`config.mk`:
```
export PLATFORM = sky130hd
export DESIGN_NAME = process_id_slot_allocator_flat
export DESIGN_NICKNAME = d
export VERILOG_FILES = /design/src/rtl/pia_pkg.sv /design/src/rtl/pia_if.sv /design/src/rtl/pia_slot_mod.sv /design/src/rtl/pia_table.sv /design/src/rtl/process_id_slot_allocator.sv /design/src/flat_wrapper.sv
export SDC_FILE = /design/constraint.sdc
export NUM_CORES = 2
export LEC_CHECK = 0
export BUFFER_PORTS_ARGS = -buffer_cell sky130_fd_sc_hd__buf_2
export CAP_MARGIN = 20
export CORE_UTILIZATION = 55
export DETAILED_ROUTE_END_ITERATION = 8
export PLACE_DENSITY = 0.71
export SYNTH_ARGS = -nofsm -noshare
export SYNTH_HDL_FRONTEND = slang
export SYNTH_SLANG_ARGS = --single-unit
```
`constraint.sdc`:
```
create_clock -name clk -period 5.7 [get_ports clk]
set_input_delay 0.855 -clock clk [delete_from_list [all_inputs] [get_ports clk]]
set_output_delay 0.855 -clock clk [all_outputs]
set_load 0.05 [all_outputs]
```
`src/rtl/pia_pkg.sv`:
```
// pia_pkg: shared types and constants for the process-id slot allocator
// field widths, request and status codes, fsm states, table command structs
// no dependencies
package pia_pkg;

    // payload field widths
    localparam int ID_W     = 15;
    localparam int CODE_W   = 32;
    localparam int KIND_W   = 2;
    localparam int STATUS_W = 2;

    // parameter defaults
    localparam int DEF_TABLE_SLOTS = 128;
    localparam int DEF_ID_LOW      = 2;
    localparam int DEF_ID_HIGH     = 32767;
    localparam int DEF_BOOT_ID     = 1;

    // request kinds
    localparam logic [KIND_W-1:0] KIND_ALLOC   = 2'd0;
    localparam logic [KIND_W-1:0] KIND_RELEASE = 2'd1;
    localparam logic [KIND_W-1:0] KIND_EXIT    = 2'd2;

    // response status codes
    localparam logic [STATUS_W-1:0] STATUS_OK      = 2'd0;
    localparam logic [STATUS_W-1:0] STATUS_FULL    = 2'd1;
    localparam logic [STATUS_W-1:0] STATUS_NO_ID   = 2'd2;
    localparam logic [STATUS_W-1:0] STATUS_REFUSED = 2'd3;

    // marks written into the status store
    localparam logic [CODE_W-1:0] MARK_ALLOC   = 32'h0000_BEEF;
    localparam logic [CODE_W-1:0] MARK_RELEASE = 32'h0000_DEAD;

    // invalid id, used as parent of the boot process
    localparam logic [ID_W-1:0] NO_ID = '0;

    // controller states
    typedef enum logic [2:0] {
        ST_IDLE,
        ST_SCAN,
        ST_MOD,
        ST_CHECK,
        ST_HOLD
    } pia_state_t;

    // table update operations
    typedef enum logic [1:0] {
        TBL_NONE,
        TBL_ALLOC,
        TBL_RELEASE,
        TBL_EXIT
    } tbl_op_t;

    // update command from controller to table
    typedef struct packed {
        tbl_op_t             op;
        logic [ID_W-1:0]     owner;
        logic [ID_W-1:0]     parent;
        logic [CODE_W-1:0]   code;
    } tbl_cmd_t;

    // lookup result from table to controller
    typedef struct packed {
        logic                used;
        logic                exited;
        logic [ID_W-1:0]     owner;
        logic [ID_W-1:0]     parent;
    } tbl_rd_t;

endpackage

```
`src/rtl/pia_if.sv`:
```
// pia_req_if / pia_rsp_if: valid-ready channels of the allocator
// request word carries kind and ids, response word carries status and id
// depends on pia_pkg
interface pia_req_if import pia_pkg::*; ();
    logic                     valid;
    logic                     ready;
    logic [KIND_W-1:0]        kind;
    logic [ID_W-1:0]          target_id;
    logic [ID_W-1:0]          caller_id;
    logic signed [CODE_W-1:0] exit_code;

    modport source (output valid, kind, target_id, caller_id, exit_code, input ready);
    modport sink   (input valid, kind, target_id, caller_id, exit_code, output ready);
endinterface

interface pia_rsp_if import pia_pkg::*; ();
    logic                  valid;
    logic                  ready;
    logic [STATUS_W-1:0]   status;
    logic [ID_W-1:0]       granted_id;

    modport source (output valid, status, granted_id, input ready);
    modport sink   (input valid, status, granted_id, output ready);
endinterface

```
`src/rtl/pia_slot_mod.sv`:
```
// pia_slot_mod: remainder unit, id mod TABLE_SLOTS by reciprocal multiplication
// three steps: quotient estimate, multiply back and subtract, one final correction
// depends on pia_pkg
module pia_slot_mod import pia_pkg::*; #(
    parameter int TABLE_SLOTS = DEF_TABLE_SLOTS
) (
    input  logic                           clk,
    input  logic                           rst_n,
    input  logic                           start,
    input  logic [ID_W-1:0]                value,
    output logic                           done,
    output logic [$clog2(TABLE_SLOTS)-1:0] slot
);

    localparam int SLOT_W = $clog2(TABLE_SLOTS);
    // floor(2^ID_W / TABLE_SLOTS): the quotient estimate is short by at most one
    localparam logic [ID_W-1:0] RECIP   = ID_W'((1 << ID_W) / TABLE_SLOTS);
    localparam logic [ID_W:0]   DIVISOR = (ID_W + 1)'(TABLE_SLOTS);

    logic [ID_W-1:0]   value_reg, value_next;
    logic [ID_W-1:0]   quot_reg, quot_next;
    logic [ID_W-1:0]   rem_reg, rem_next;
    logic              mul_reg;
    logic              sub_reg;
    logic              fix_reg;
    logic              done_reg;
    logic [2*ID_W-1:0] product;
    logic [ID_W:0]     back;
    logic [ID_W-1:0]   corrected;

    // quotient estimate, multiply back, final correction
    always_comb
    begin
        product   = {{ID_W{1'b0}}, value_reg} * {{ID_W{1'b0}}, RECIP};
        back      = {1'b0, quot_reg} * DIVISOR;
        corrected = (rem_reg >= DIVISOR[ID_W-1:0]) ? rem_reg - DIVISOR[ID_W-1:0] : rem_reg;
    end

    // data step selection
    always_comb
    begin
        value_next = value_reg;
        quot_next  = quot_reg;
        rem_next   = rem_reg;
        if (start)
        begin
            value_next = value;
        end
        if (mul_reg)
        begin
            quot_next = product[2*ID_W-1:ID_W];
        end
        if (sub_reg)
        begin
            rem_next = value_reg - back[ID_W-1:0];
        end
        else if (fix_reg)
        begin
            rem_next = corrected;
        end
    end

    // step flags
    always_ff @(posedge clk or negedge rst_n)
    begin
        if (!rst_n)
        begin
            mul_reg  <= 1'b0;
            sub_reg  <= 1'b0;
            fix_reg  <= 1'b0;
            done_reg <= 1'b0;
        end
        else
        begin
            mul_reg  <= start;
            sub_reg  <= mul_reg;
            fix_reg  <= sub_reg;
            done_reg <= fix_reg;
        end
    end

    // data registers
    always_ff @(posedge clk)
    begin
        value_reg <= value_next;
        quot_reg  <= quot_next;
        rem_reg   <= rem_next;
    end

    assign done = done_reg;
    assign slot = rem_reg[SLOT_W-1:0];

endmodule

```
`src/rtl/pia_table.sv`:
```
// pia_table: process table, used and exited flags in flops, ids and status in memory
// one lookup port with registered read, one update port, scan probe of used flags
// depends on pia_pkg
module pia_table import pia_pkg::*; #(
    parameter int TABLE_SLOTS = DEF_TABLE_SLOTS,
    parameter int BOOT_ID     = DEF_BOOT_ID
) (
    input  logic                           clk,
    input  logic                           rst_n,
    input  logic [$clog2(TABLE_SLOTS)-1:0] scan_slot,
    output logic                           scan_used,
    input  logic                           rd_en,
    input  logic [$clog2(TABLE_SLOTS)-1:0] rd_slot,
    output tbl_rd_t                        rd,
    input  logic [$clog2(TABLE_SLOTS)-1:0] wr_slot,
    input  tbl_cmd_t                       cmd
);

    localparam int SLOT_W = $clog2(TABLE_SLOTS);
    localparam logic [SLOT_W-1:0] BOOT_SLOT = SLOT_W'(BOOT_ID % TABLE_SLOTS);

    logic [TABLE_SLOTS-1:0]  used_reg, used_next;
    logic [TABLE_SLOTS-1:0]  exited_reg, exited_next;
    logic                    boot_fresh_reg, boot_fresh_next;
    logic [2*ID_W-1:0]       ids_mem [TABLE_SLOTS];
    logic [CODE_W-1:0]       status_mem [TABLE_SLOTS];
    logic [2*ID_W-1:0]       ids_rd_reg;
    logic [SLOT_W-1:0]       rd_slot_reg;
    logic                    status_we;
    logic [CODE_W-1:0]       status_wdata;

    // flag updates
    always_comb
    begin
        used_next       = used_reg;
        exited_next     = exited_reg;
        boot_fresh_next = boot_fresh_reg;
        status_we       = 1'b0;
        status_wdata    = cmd.code;
        case (cmd.op)
            TBL_ALLOC:
            begin
                used_next[wr_slot]   = 1'b1;
                exited_next[wr_slot] = 1'b0;
                status_we            = 1'b1;
                status_wdata         = MARK_ALLOC;
                if (wr_slot == BOOT_SLOT)
                begin
                    boot_fresh_next = 1'b0;
                end
            end
            TBL_RELEASE:
            begin
                used_next[wr_slot]   = 1'b0;
                exited_next[wr_slot] = 1'b0;
                status_we            = 1'b1;
                status_wdata         = MARK_RELEASE;
            end
            TBL_EXIT:
            begin
                exited_next[wr_slot] = 1'b1;
                status_we            = 1'b1;
            end
            default:
            begin
            end
        endcase
    end

    // flag registers, boot slot live at reset
    always_ff @(posedge clk or negedge rst_n)
    begin
        if (!rst_n)
        begin
            used_reg       <= {{(TABLE_SLOTS-1){1'b0}}, 1'b1} << BOOT_SLOT;
            exited_reg     <= '0;
            boot_fresh_reg <= 1'b1;
        end
        else
        begin
            used_reg       <= used_next;
            exited_reg     <= exited_next;
            boot_fresh_reg <= boot_fresh_next;
        end
    end

    // id memory: owner and parent, written on allocate
    always_ff @(posedge clk)
    begin
        if (cmd.op == TBL_ALLOC)
        begin
            ids_mem[wr_slot] <= {cmd.owner, cmd.parent};
        end
        if (rd_en)
        begin
            ids_rd_reg  <= ids_mem[rd_slot];
            rd_slot_reg <= rd_slot;
        end
    end

    // exit status memory
    always_ff @(posedge clk)
    begin
        if (status_we)
        begin
            status_mem[wr_slot] <= status_wdata;
        end
    end

    // lookup result, boot entry reads its reset ids until reallocated
    always_comb
    begin
        rd.used   = used_reg[rd_slot_reg];
        rd.exited = exited_reg[rd_slot_reg];
        if (boot_fresh_reg && rd_slot_reg == BOOT_SLOT)
        begin
            rd.owner  = ID_W'(BOOT_ID);
            rd.parent = NO_ID;
        end
        else
        begin
            rd.owner  = ids_rd_reg[2*ID_W-1:ID_W];
            rd.parent = ids_rd_reg[ID_W-1:0];
        end
    end

    assign scan_used = used_reg[scan_slot];

endmodule

```
`src/rtl/process_id_slot_allocator.sv`:
```
// channel | dir | word fields
// req     | in  | kind, target_id, caller_id, exit_code
// rsp     | out | status, granted_id
//
// allocate: probes 1 to 2*TABLE_SLOTS+6 slots from the candidate,
//   one used-flag probe per cycle in the scan loop
// release / exit: the target goes through the three-step remainder unit, whose done pulse
//   starts the registered table read, then the check; rejected words go straight to ST_HOLD
// reset clears all control state at once; no clearing pass, boot process is live
// req is taken whenever the controller is idle, also while a response waits on rsp;
//   a finished result then holds until the response register frees up
// depends on pia_pkg, pia_if, pia_slot_mod, pia_table
module process_id_slot_allocator import pia_pkg::*; #(
    parameter int TABLE_SLOTS = DEF_TABLE_SLOTS,
    parameter int ID_LOW      = DEF_ID_LOW,
    parameter int ID_HIGH     = DEF_ID_HIGH,
    parameter int BOOT_ID     = DEF_BOOT_ID
) (
    input  logic        clk,
    input  logic        rst_n,
    pia_req_if.sink     req,
    pia_rsp_if.source   rsp
);

    localparam int SLOT_W     = $clog2(TABLE_SLOTS);
    localparam int LIVE_W     = $clog2(TABLE_SLOTS + 1);
    localparam int SCAN_LIMIT = 2 * TABLE_SLOTS + 5;
    localparam int SCAN_W     = $clog2(SCAN_LIMIT + 1);
    localparam logic [SLOT_W-1:0] LOW_SLOT = SLOT_W'(ID_LOW % TABLE_SLOTS);
    localparam logic [SLOT_W-1:0] LAST_SLOT = SLOT_W'(TABLE_SLOTS - 1);

    pia_state_t            state_reg, state_next;
    logic [KIND_W-1:0]     kind_reg;
    logic [ID_W-1:0]       target_reg;
    logic [ID_W-1:0]       caller_reg;
    logic [CODE_W-1:0]     code_reg;
    logic [SLOT_W-1:0]     slot_reg;
    logic [ID_W-1:0]       cand_reg, cand_next;
    logic [SLOT_W-1:0]     cand_slot_reg, cand_slot_next;
    logic [SCAN_W-1:0]     steps_reg;
    logic [LIVE_W-1:0]     live_count_reg;
    logic [STATUS_W-1:0]   res_status_reg, res_status;
    logic [ID_W-1:0]       res_granted_reg, res_granted;
    logic                  res_load;
    logic                  rsp_valid_reg;
    logic [STATUS_W-1:0]   rsp_status_reg;
    logic [ID_W-1:0]       rsp_granted_reg;

    logic                  accept;
    pia_state_t            acc_state;
    logic [STATUS_W-1:0]   acc_status;
    logic                  scan_used;
    logic                  mod_done;
    logic [SLOT_W-1:0]     mod_slot;
    tbl_rd_t               rd;
    tbl_cmd_t              cmd;
    logic [SLOT_W-1:0]     wr_slot;
    logic                  present;
    logic                  cand_adv;
    logic                  live_inc;
    logic                  live_dec;
    logic                  rsp_free;

    // shared remainder unit for target slot lookup
    pia_slot_mod #(
        .TABLE_SLOTS (TABLE_SLOTS)
    ) u_slot_mod (
        .clk   (clk),
        .rst_n (rst_n),
        .start (accept && acc_state == ST_MOD),
        .value (req.target_id),
        .done  (mod_done),
        .slot  (mod_slot)
    );

    // process table
    pia_table #(
        .TABLE_SLOTS (TABLE_SLOTS),
        .BOOT_ID     (BOOT_ID)
    ) u_table (
        .clk       (clk),
        .rst_n     (rst_n),
        .scan_slot (cand_slot_reg),
        .scan_used (scan_used),
        .rd_en     (state_reg == ST_MOD && mod_done),
        .rd_slot   (mod_slot),
        .rd        (rd),
        .wr_slot   (wr_slot),
        .cmd       (cmd)
    );

    assign accept   = req.valid && req.ready;
    assign present  = rd.used && rd.owner == target_reg;
    assign rsp_free = !rsp_valid_reg || rsp.ready;

    // candidate advance, wrapping over the id range
    always_comb
    begin
        if (cand_reg == ID_W'(ID_HIGH))
        begin
            cand_next      = ID_W'(ID_LOW);
            cand_slot_next = LOW_SLOT;
        end
        else
        begin
            cand_next      = cand_reg + ID_W'(1);
            cand_slot_next = (cand_slot_reg == LAST_SLOT) ? '0 : cand_slot_reg + SLOT_W'(1);
        end
    end

    // request decode at accept
    always_comb
    begin
        acc_state  = ST_HOLD;
        acc_status = STATUS_REFUSED;
        unique case (req.kind)
            KIND_ALLOC:
            begin
                if (live_count_reg >= LIVE_W'(TABLE_SLOTS))
                begin
                    acc_status = STATUS_FULL;
                end
                else
                begin
                    acc_state = ST_SCAN;
                end
            end
            KIND_RELEASE:
            begin
                if (req.target_id < ID_W'(ID_LOW) || req.target_id > ID_W'(ID_HIGH))
                begin
                    acc_status = STATUS_NO_ID;
                end
                else
                begin
                    acc_state = ST_MOD;
                end
            end
            KIND_EXIT:
            begin
                if (req.target_id == NO_ID)
                begin
                    acc_status = STATUS_NO_ID;
                end
                else
                begin
                    acc_state = ST_MOD;
                end
            end
            default:
            begin
                acc_status = STATUS_REFUSED;
            end
        endcase
    end

    // next state
    always_comb
    begin
        state_next = state_reg;
        unique case (state_reg)
            ST_IDLE:
            begin
                if (req.valid)
                begin
                    state_next = acc_state;
                end
            end
            ST_SCAN:
            begin
                if (!scan_used || steps_reg == SCAN_W'(SCAN_LIMIT))
                begin
                    state_next = ST_HOLD;
                end
            end
            ST_MOD:
            begin
                if (mod_done)
                begin
                    state_next = ST_CHECK;
                end
            end
            ST_CHECK:
            begin
                state_next = ST_HOLD;
            end
            ST_HOLD:
            begin
                if (rsp_free)
                begin
                    state_next = ST_IDLE;
                end
            end
            default:
            begin
                state_next = ST_IDLE;
            end
        endcase
    end

    // outputs: table command, result, counters
    always_comb
    begin
        req.ready   = 1'b0;
        cmd.op      = TBL_NONE;
        cmd.owner   = cand_reg;
        cmd.parent  = caller_reg;
        cmd.code    = code_reg;
        wr_slot     = slot_reg;
        res_load    = 1'b0;
        res_status  = STATUS_OK;
        res_granted = '0;
        cand_adv    = 1'b0;
        live_inc    = 1'b0;
        live_dec    = 1'b0;
        unique case (state_reg)
            ST_IDLE:
            begin
                req.ready = 1'b1;
                if (req.valid && acc_state == ST_HOLD)
                begin
                    res_load   = 1'b1;
                    res_status = acc_status;
                end
            end
            ST_SCAN:
            begin
                wr_slot = cand_slot_reg;
                if (!scan_used)
                begin
                    cmd.op      = TBL_ALLOC;
                    res_load    = 1'b1;
                    res_granted = cand_reg;
                    cand_adv    = 1'b1;
                    live_inc    = 1'b1;
                end
                else if (steps_reg == SCAN_W'(SCAN_LIMIT))
                begin
                    res_load   = 1'b1;
                    res_status = STATUS_FULL;
                end
                else
                begin
                    cand_adv = 1'b1;
                end
            end
            ST_CHECK:
            begin
                res_load = 1'b1;
                if (!present)
                begin
                    res_status = STATUS_NO_ID;
                end
                else if (kind_reg == KIND_EXIT)
                begin
                    cmd.op = TBL_EXIT;
                end
                else if (rd.exited || rd.parent != caller_reg)
                begin
                    res_status = STATUS_REFUSED;
                end
                else
                begin
                    cmd.op   = TBL_RELEASE;
                    live_dec = live_count_reg != '0;
                end
            end
            default:
            begin
            end
        endcase
    end

    // control registers
    always_ff @(posedge clk or negedge rst_n)
    begin
        if (!rst_n)
        begin
            state_reg      <= ST_IDLE;
            cand_reg       <= ID_W'(ID_LOW);
            cand_slot_reg  <= LOW_SLOT;
            steps_reg      <= '0;
            live_count_reg <= LIVE_W'(1);
            rsp_valid_reg  <= 1'b0;
        end
        else
        begin
            state_reg <= state_next;
            if (cand_adv)
            begin
                cand_reg      <= cand_next;
                cand_slot_reg <= cand_slot_next;
            end
            if (accept)
            begin
                steps_reg <= '0;
            end
            else if (cand_adv)
            begin
                steps_reg <= steps_reg + SCAN_W'(1);
            end
            if (live_inc)
            begin
                live_count_reg <= live_count_reg + LIVE_W'(1);
            end
            else if (live_dec)
            begin
                live_count_reg <= live_count_reg - LIVE_W'(1);
            end
            if (state_reg == ST_HOLD && rsp_free)
            begin
                rsp_valid_reg <= 1'b1;
            end
            else if (rsp.ready)
            begin
                rsp_valid_reg <= 1'b0;
            end
        end
    end

    // request and result words
    always_ff @(posedge clk)
    begin
        if (accept)
        begin
            kind_reg   <= req.kind;
            target_reg <= req.target_id;
            caller_reg <= req.caller_id;
            code_reg   <= req.exit_code;
        end
        if (state_reg == ST_MOD && mod_done)
        begin
            slot_reg <= mod_slot;
        end
        if (res_load)
        begin
            res_status_reg  <= res_status;
            res_granted_reg <= res_granted;
        end
        if (state_reg == ST_HOLD && rsp_free)
        begin
            rsp_status_reg  <= res_status_reg;
            rsp_granted_reg <= res_granted_reg;
        end
    end

    assign rsp.valid      = rsp_valid_reg;
    assign rsp.status     = rsp_status_reg;
    assign rsp.granted_id = rsp_granted_reg;

    // live count never exceeds the table
    a_live_bound: assert property (@(posedge clk) disable iff (!rst_n)
        live_count_reg <= LIVE_W'(TABLE_SLOTS))
        else $error("live count above table size");

    // scan never runs past its step limit
    a_scan_limit: assert property (@(posedge clk) disable iff (!rst_n)
        state_reg == ST_SCAN |-> steps_reg <= SCAN_W'(SCAN_LIMIT))
        else $error("scan ran past its limit");

    // a granted id lies in the id range
    a_grant_range: assert property (@(posedge clk) disable iff (!rst_n)
        rsp.valid && rsp.granted_id != NO_ID |->
            rsp.status == STATUS_OK && rsp.granted_id >= ID_W'(ID_LOW)
            && rsp.granted_id <= ID_W'(ID_HIGH))
        else $error("granted id outside range");

    // an allocation raises the live count by one
    a_alloc_count: assert property (@(posedge clk) disable iff (!rst_n)
        cmd.op == TBL_ALLOC |=> live_count_reg == $past(live_count_reg) + LIVE_W'(1))
        else $error("live count not advanced on allocate");

endmodule

```
`src/flat_wrapper.sv`:
```
// flat-port wrapper written by rule: the top's interface ports become plain ports
module process_id_slot_allocator_flat import pia_pkg::*;
#(
    parameter int TABLE_SLOTS = DEF_TABLE_SLOTS,
    parameter int ID_LOW      = DEF_ID_LOW,
    parameter int ID_HIGH     = DEF_ID_HIGH,
    parameter int BOOT_ID     = DEF_BOOT_ID
)
  (clk, rst_n, req_valid, req_kind, req_target_id, req_caller_id, req_exit_code, req_ready, rsp_valid, rsp_status, rsp_granted_id, rsp_ready);
  pia_req_if req_i ();
  pia_rsp_if rsp_i ();
  input  logic clk;
  input  logic rst_n;
  input wire logic [$bits(req_i.valid)-1:0] req_valid;
  input wire logic [$bits(req_i.kind)-1:0] req_kind;
  input wire logic [$bits(req_i.target_id)-1:0] req_target_id;
  input wire logic [$bits(req_i.caller_id)-1:0] req_caller_id;
  input wire logic [$bits(req_i.exit_code)-1:0] req_exit_code;
  output wire logic [$bits(req_i.ready)-1:0] req_ready;
  output wire logic [$bits(rsp_i.valid)-1:0] rsp_valid;
  output wire logic [$bits(rsp_i.status)-1:0] rsp_status;
  output wire logic [$bits(rsp_i.granted_id)-1:0] rsp_granted_id;
  input wire logic [$bits(rsp_i.ready)-1:0] rsp_ready;
  assign req_i.valid = req_valid;
  assign req_i.kind = req_kind;
  assign req_i.target_id = req_target_id;
  assign req_i.caller_id = req_caller_id;
  assign req_i.exit_code = req_exit_code;
  assign req_ready = req_i.ready;
  assign rsp_valid = rsp_i.valid;
  assign rsp_status = rsp_i.status;
  assign rsp_granted_id = rsp_i.granted_id;
  assign rsp_i.ready = rsp_ready;
  process_id_slot_allocator #(.TABLE_SLOTS(TABLE_SLOTS), .ID_LOW(ID_LOW), .ID_HIGH(ID_HIGH), .BOOT_ID(BOOT_ID)) u_core (.clk(clk), .rst_n(rst_n), .req(req_i), .rsp(rsp_i));
endmodule
```
# Yosys cells after proc, flatten, opt, wreduce, memory -nomap -nowiden
# Memories as Yosys holds them, arrays and structs flattened. A register that Yosys moved wholly into a read port is not among the register bits.
# Index checks and enable logic that the tools add are counted.
# Widths: inputs -> output; s select.
word_totals:
  reg_bits: 415
  latch_bits: 0
  mem_bits_rw: 3840
  inputBits: 68
  n_memories: 1
  mem_bits_ro: 0
op_classes:
  shift: 0
  addsub: 7
  magnitude_cmp: 8
  n_mux: 65
  n_mul: 0
  n_div: 0
  n_eq_ne: 23
  n_bitwise: 6
  n_reduce_logical: 30
mem_list:
  columns: ["name", "words", "width", "read_ports", "rd_ports_with_merged_regs", "write_ports", "line", "rtl"]
  rows:
  - ["u_core.u_table.ids_mem", 128, 30, 1, 1, 1, "pia_table.sv:25", "logic [2*ID_W-1:0] ids_mem [TABLE_SLOTS];"]
ops:
  columns: ["cell", "count"]
  rows:
  - ["$pmux 128 s2", 2]
  - ["$and 128x128->128", 2]
  - ["$or 128x128->128", 2]
  - ["$not 128->128", 1]
  - ["$mux 15", 4]
  - ["$mux 30", 1]
  - ["$mux 1", 25]
  - ["$lt 7x8->1 const B", 3]
  - ["$bmux 1 s7", 3]
  - ["$mux 3", 7]
  - ["$mux 7", 3]
  - ["$mux 2", 9]
  - ["$mux 9", 2]
  - ["$mux 8", 2]
  - ["$add 15x1->15 const B", 1]
  - ["$eq 15x15->1", 1]
  - ["$eq 15x15->1 const B", 1]
  - ["$ge 15x8->1 const B", 1]
  - ["$gt 15x15->1 const B", 1]
  - ["$logic_not 15->1", 1]
  - ["$lt 15x2->1 const B", 1]
  - ["$ne 15x15->1", 1]
  - ["$pmux 3 s5", 1]
  - ["$sub 15x15->15", 1]
  - ["33 further kinds", 63]

# Logic depth before layout (Yosys ltp)
depth:
  depth_word: 12
  mapped_depth: 20
  mapped_depth_nobuf: 16

# Hierarchy
# Synthesis repeated with hierarchy kept, for this count alone.
hier_totals:
  hier_cells: 7867
  area_unflattened_um2: 165583.8
modules_own_cells:
  columns: ["mod", "area_per_inst_um2", "cells_per_inst", "instances"]
  rows:
  - ["pia_table", 158723.5, 7382, 1]
  - ["process_id_slot_allocator", 6292.3, 459, 1]
  - ["pia_slot_mod", 568.0, 26, 1]

# Worst setup path before layout
# OpenSTA, ideal clock, no wires.
synth_path:
  path_kind: "reg2reg"
  from: "register u_core.caller_reg[12]"
  to: "memory u_core.u_table.ids_mem[100][0] (netlist name) (enable)"
  stages_incl_launch_ff: 12
  path_slack_ps: 1013
  t_required_ps: 5310
  setup_ps: 390
  arrival_time_ps: 4298
  cell_sequence: "edfxtp_1 > xnor2_1 > a31oi_1 > o32ai_1 > nand4_1 > nor2_1 > a21oi_1 > or2_2 > ha_1 > clkbuf_1 > clkbuf_1 > and3_1"
synth_between:
  elab_chain_cells: 9
synth_rtl:
  columns: ["item", "line", "rtl"]
  rows:
  - ["start: declaration", "process_id_slot_allocator.sv:35", "logic [ID_W-1:0] caller_reg;"]
  - ["start signal: assignment", "process_id_slot_allocator.sv:328", "caller_reg <= req.caller_id;"]
  - ["$ne 15x15->1", "process_id_slot_allocator.sv:258", "else if (rd.exited || rd.parent != caller_reg)"]
  - ["$logic_or 1x1->1", "process_id_slot_allocator.sv:258", null]
  - ["$mux 2", "process_id_slot_allocator.sv:258", null]
  - ["$mux 2", "process_id_slot_allocator.sv:254", "else if (kind_reg == KIND_EXIT)"]
  - ["$mux 2", "process_id_slot_allocator.sv:250", "if (!present)"]
  - ["$pmux 2 s2", "process_id_slot_allocator.sv:216", "unique case (state_reg)"]
  - ["$eq 2x1->1", "pia_table.sv:90", "if (cmd.op == TBL_ALLOC)"]
  - ["$mux 1", "pia_table.sv:90", null]
  - ["$mux 1 (implied by the code)", "pia_table.sv:92", "ids_mem[wr_slot] <= {cmd.owner, cmd.parent};"]
  - ["end: declaration", "pia_table.sv:25", null]
# No other way between the ends.

# Worst setup path in the final report
layout_path:
  from: "register u_core.slot_reg[1]"
  to: "memory u_core.u_table.ids_mem[19][19] (netlist name) (enable)"
layout_between:
  elab_chain_cells: 12
  elab_cells_between_ends: 19
  classes_between: "eq/ne: 4; mux: 12; reduce/logical: 3"
layout_rtl:
  columns: ["item", "line", "rtl"]
  rows:
  - ["start: declaration", "process_id_slot_allocator.sv:37", "logic [SLOT_W-1:0] slot_reg;"]
  - ["start signal: assignment", "process_id_slot_allocator.sv:333", "slot_reg <= mod_slot;"]
  - ["parallel branches: the longest is 12 deep, another holds $bmux 1 s7", null, null]
# Parallel ways; which one is timed is not known. The select of a mux whose other input is x is not followed.

==> results.cfg <==
[routing]
viasPerCell = 6.804
vias = 84570
drcViolationCount = 0
ant_nets = 0
wire_per_inst_um = 34.66
drt-initial-drc-count = 11360
wl_um = 430700
drtPass1Iterations = 6

[clocking]
cts-root-buf = clkbuf_16
clkTransAtPathRegs_ns = 0.06
cts_resized = 0
cts_tree = built
cts_sinks = 4261
cts_buffer_depth = 4
cts_buffers = 414
hold_buffers = 0
post-cts-setup-buffers = 0
clk_latency_ns = 0.96
htreeDepth = 5

[timing]
layout_min_cycle_time_ns = 5.099
fmax_ghz = 0.1961
fin_worst_skew_ns = 0.07652
slew_headroom_pct = 17.46
finalCritPeriodShare_pct = 89.46
maxSlewViolCount = 0
setup_violations = 0
finalHoldWorstSlack_ns = 0.01909
hold_viol = 0
rsz0062_at_grt = no
worst_slew_pin_slew_ns = 1.238
fin_tns_setup_ns = 0
setup_ws_ns = 0.6006

[worst_setup_path]
cp-end-kind = flip-flop
reg2reg_setup_slack_ns = 0.60
r2r_cells = 14
endpoint = u_core.u_table.ids_mem[19][19]
crit_required_ns = 6.24
r2r-end = u_core.u_table.ids_mem[19][19]
start_kind = flip-flop
r2r_start = u_core.slot_reg[1]
crit_type = reg2reg
startpoint = u_core.slot_reg[1]
worst-path-max-fanout = 54
worstPathArrival_ns = 5.64

[min_path]
hold_path.class = in2async

[finish]
area_growth_pct = 13.30
largest_register_ffs = 3840
fillers = 19730
layout-drive-gt1-share_pct = 31.86
layout_commonest_cell = edfxtp_1
final_cell_mix = 3957 x edfxtp_1, 1270 x mux4_2, 416 x clkbuf_16
instances_no_fill = 12430
nets = 8184
final_util_pct = 62.76

[synth]
synth_cells = 7679
synthArstFlopShare_pct = 7.134
yosys.area.top_type = edfxtp_1
ys.flop_type = edfxtp_1
synth_area_um2 = 168000
synth_nets = 7766
synth_area_leaders = edfxtp_1 71%, mux4_2 17%, dfrtp_1 4.5%
seq_area_frac_synth_pct = 75.26
ys_types = 68
synth_edf_count = 3957
synth-seq-cells = 4261
yosys_warnings = 0
netlist.area_leader.share_pct = 70.72
syn_area_per_cell_um2 = 21.88

[grt]
antenna_found_initial = 28
grt_max_degree = 124
grt_pass1_vias = 85020
grtUsageTotal_pct = 28.08
gr-total-overflow = 0
grt_pass1_wl_um = 613600

[place]
hpwlAfterDp_um = 245700
pre_cts_ws_ns = 0.7007
dp_cells = 11660
place.gp.congestion = 0.9118
place.port_buffers = 54

[die]
initial_utilization_pct = 55.40
die_h_um = 554.7
die_x_um = 554.7
die_area_um2 = 307700
core_area_um2 = 303300
io_pins = 87
rows = 202

[power_and_ir_drop]
p_leak_uw = 0.05881
vdd_drop_max_mv = 0.3314
power_density_nw_per_um2 = 366.2

[outcome]
status = finished, final reports clean

[flow_run]
max-cap-violations = 0
==> report_power, final <==
group	internal [µW]	switching (µW)
combinational	1990	4230
clock	15500	11600
sequential	35600	733
total	53100	16600
==> layout make-up <==
cell class                 count  area [µm²]  area share [%]
clock inverter               255        2579           1.355
inverter                      17       63.81         0.03352
clock buffer                 500       10810           5.678
antenna                       14       35.03         0.01840
multi-input combinational   2916       39670           20.84
tap                         3978        4977           2.615
sequential                  4261      126500           66.45
timing repair buffer         487        5728           3.009
==> worst min-delay path by stage <==
stage,from,end,depth (start not counted),slack [ns]
finish,rst_n,asynchronous set/reset pin,1,0.02
global route,rst_n,asynchronous set/reset pin,1,0.07
CTS,rst_n,asynchronous set/reset pin,1,0.02
detailed placement,u_core.u_slot_mod.fix_reg,u_core.u_slot_mod.done,0,0.34
global placement,u_core.u_slot_mod.mul_reg,u_core.u_slot_mod.sub_reg,0,0.33
floorplan,u_core.u_slot_mod.fix_reg,u_core.u_slot_mod.done,0,0.33
==> layer usage <==
| layer | global-route usage [%] | part of all wire (%) | wire length, µm | vias to the layer above |
|---|---|---|---|---|
| met5 | 0 | 0.025 | 106 | - |
| met4 | 11.55 | 4.4 | 19010 | 14 |
| met3 | 4.809 | 9.8 | 42380 | 852 |
| met2 | 45.06 | 49 | 210600 | 5143 |
| met1 | 38.72 | 37 | 158600 | 45230 |
| li1 | - | - | - | 33320 |
==> cells in the mapped netlist (all sizes together), types with 23 or more instances <==
cell and n:
a21oi 70, clkbuf 300, nand2 214, edfxtp 3957
and3 150, nor2b 24, o22ai 23, buf 185
mux2 169, dfrtp 299, nand3 158, nor2 80
mux2i 122, o21ai 193, mux4 1273, nor3 145
==> stage by stage <==
step | power (µW) | cell area [µm²]
3_3_place_gp | 42880 | 176800
4_1_cts | 69920 | 190200
5_1_grt | 71470 | 190300
2_1_floorplan | 40380 | 168000
6_report | 69710 | 190400
3_5_place_dp | 43140 | 176800
==> logic make-up after synthesis <==
| group | share of synthesized area [%] |
|---|---|
| compound gates | 1.613 |
| flops | 75.26 |
| simple gates | 2.595 |
| mux | 18.93 |
| fa+ha+maj | 0.1460 |
| buf+inv | 1.297 |
| xor+xnor | 0.1616 |
==> critical path, stage by stage, from the launching register on <==
cell	delay, ns
edfxtp_1	0.69
buf_12	0.29
nor2b_1	0.65
a22oi_1	0.20
a31o_2	0.28
o2bb2ai_1	0.33
o32ai_1	0.16
buf_4	0.18
o2111ai_1	0.26
or2_2	0.22
ha_2	0.22
buf_12	0.20
buf_12	0.28
and3_2	0.23
buf_4	0.36
Power figures use the tool's default switching activity.
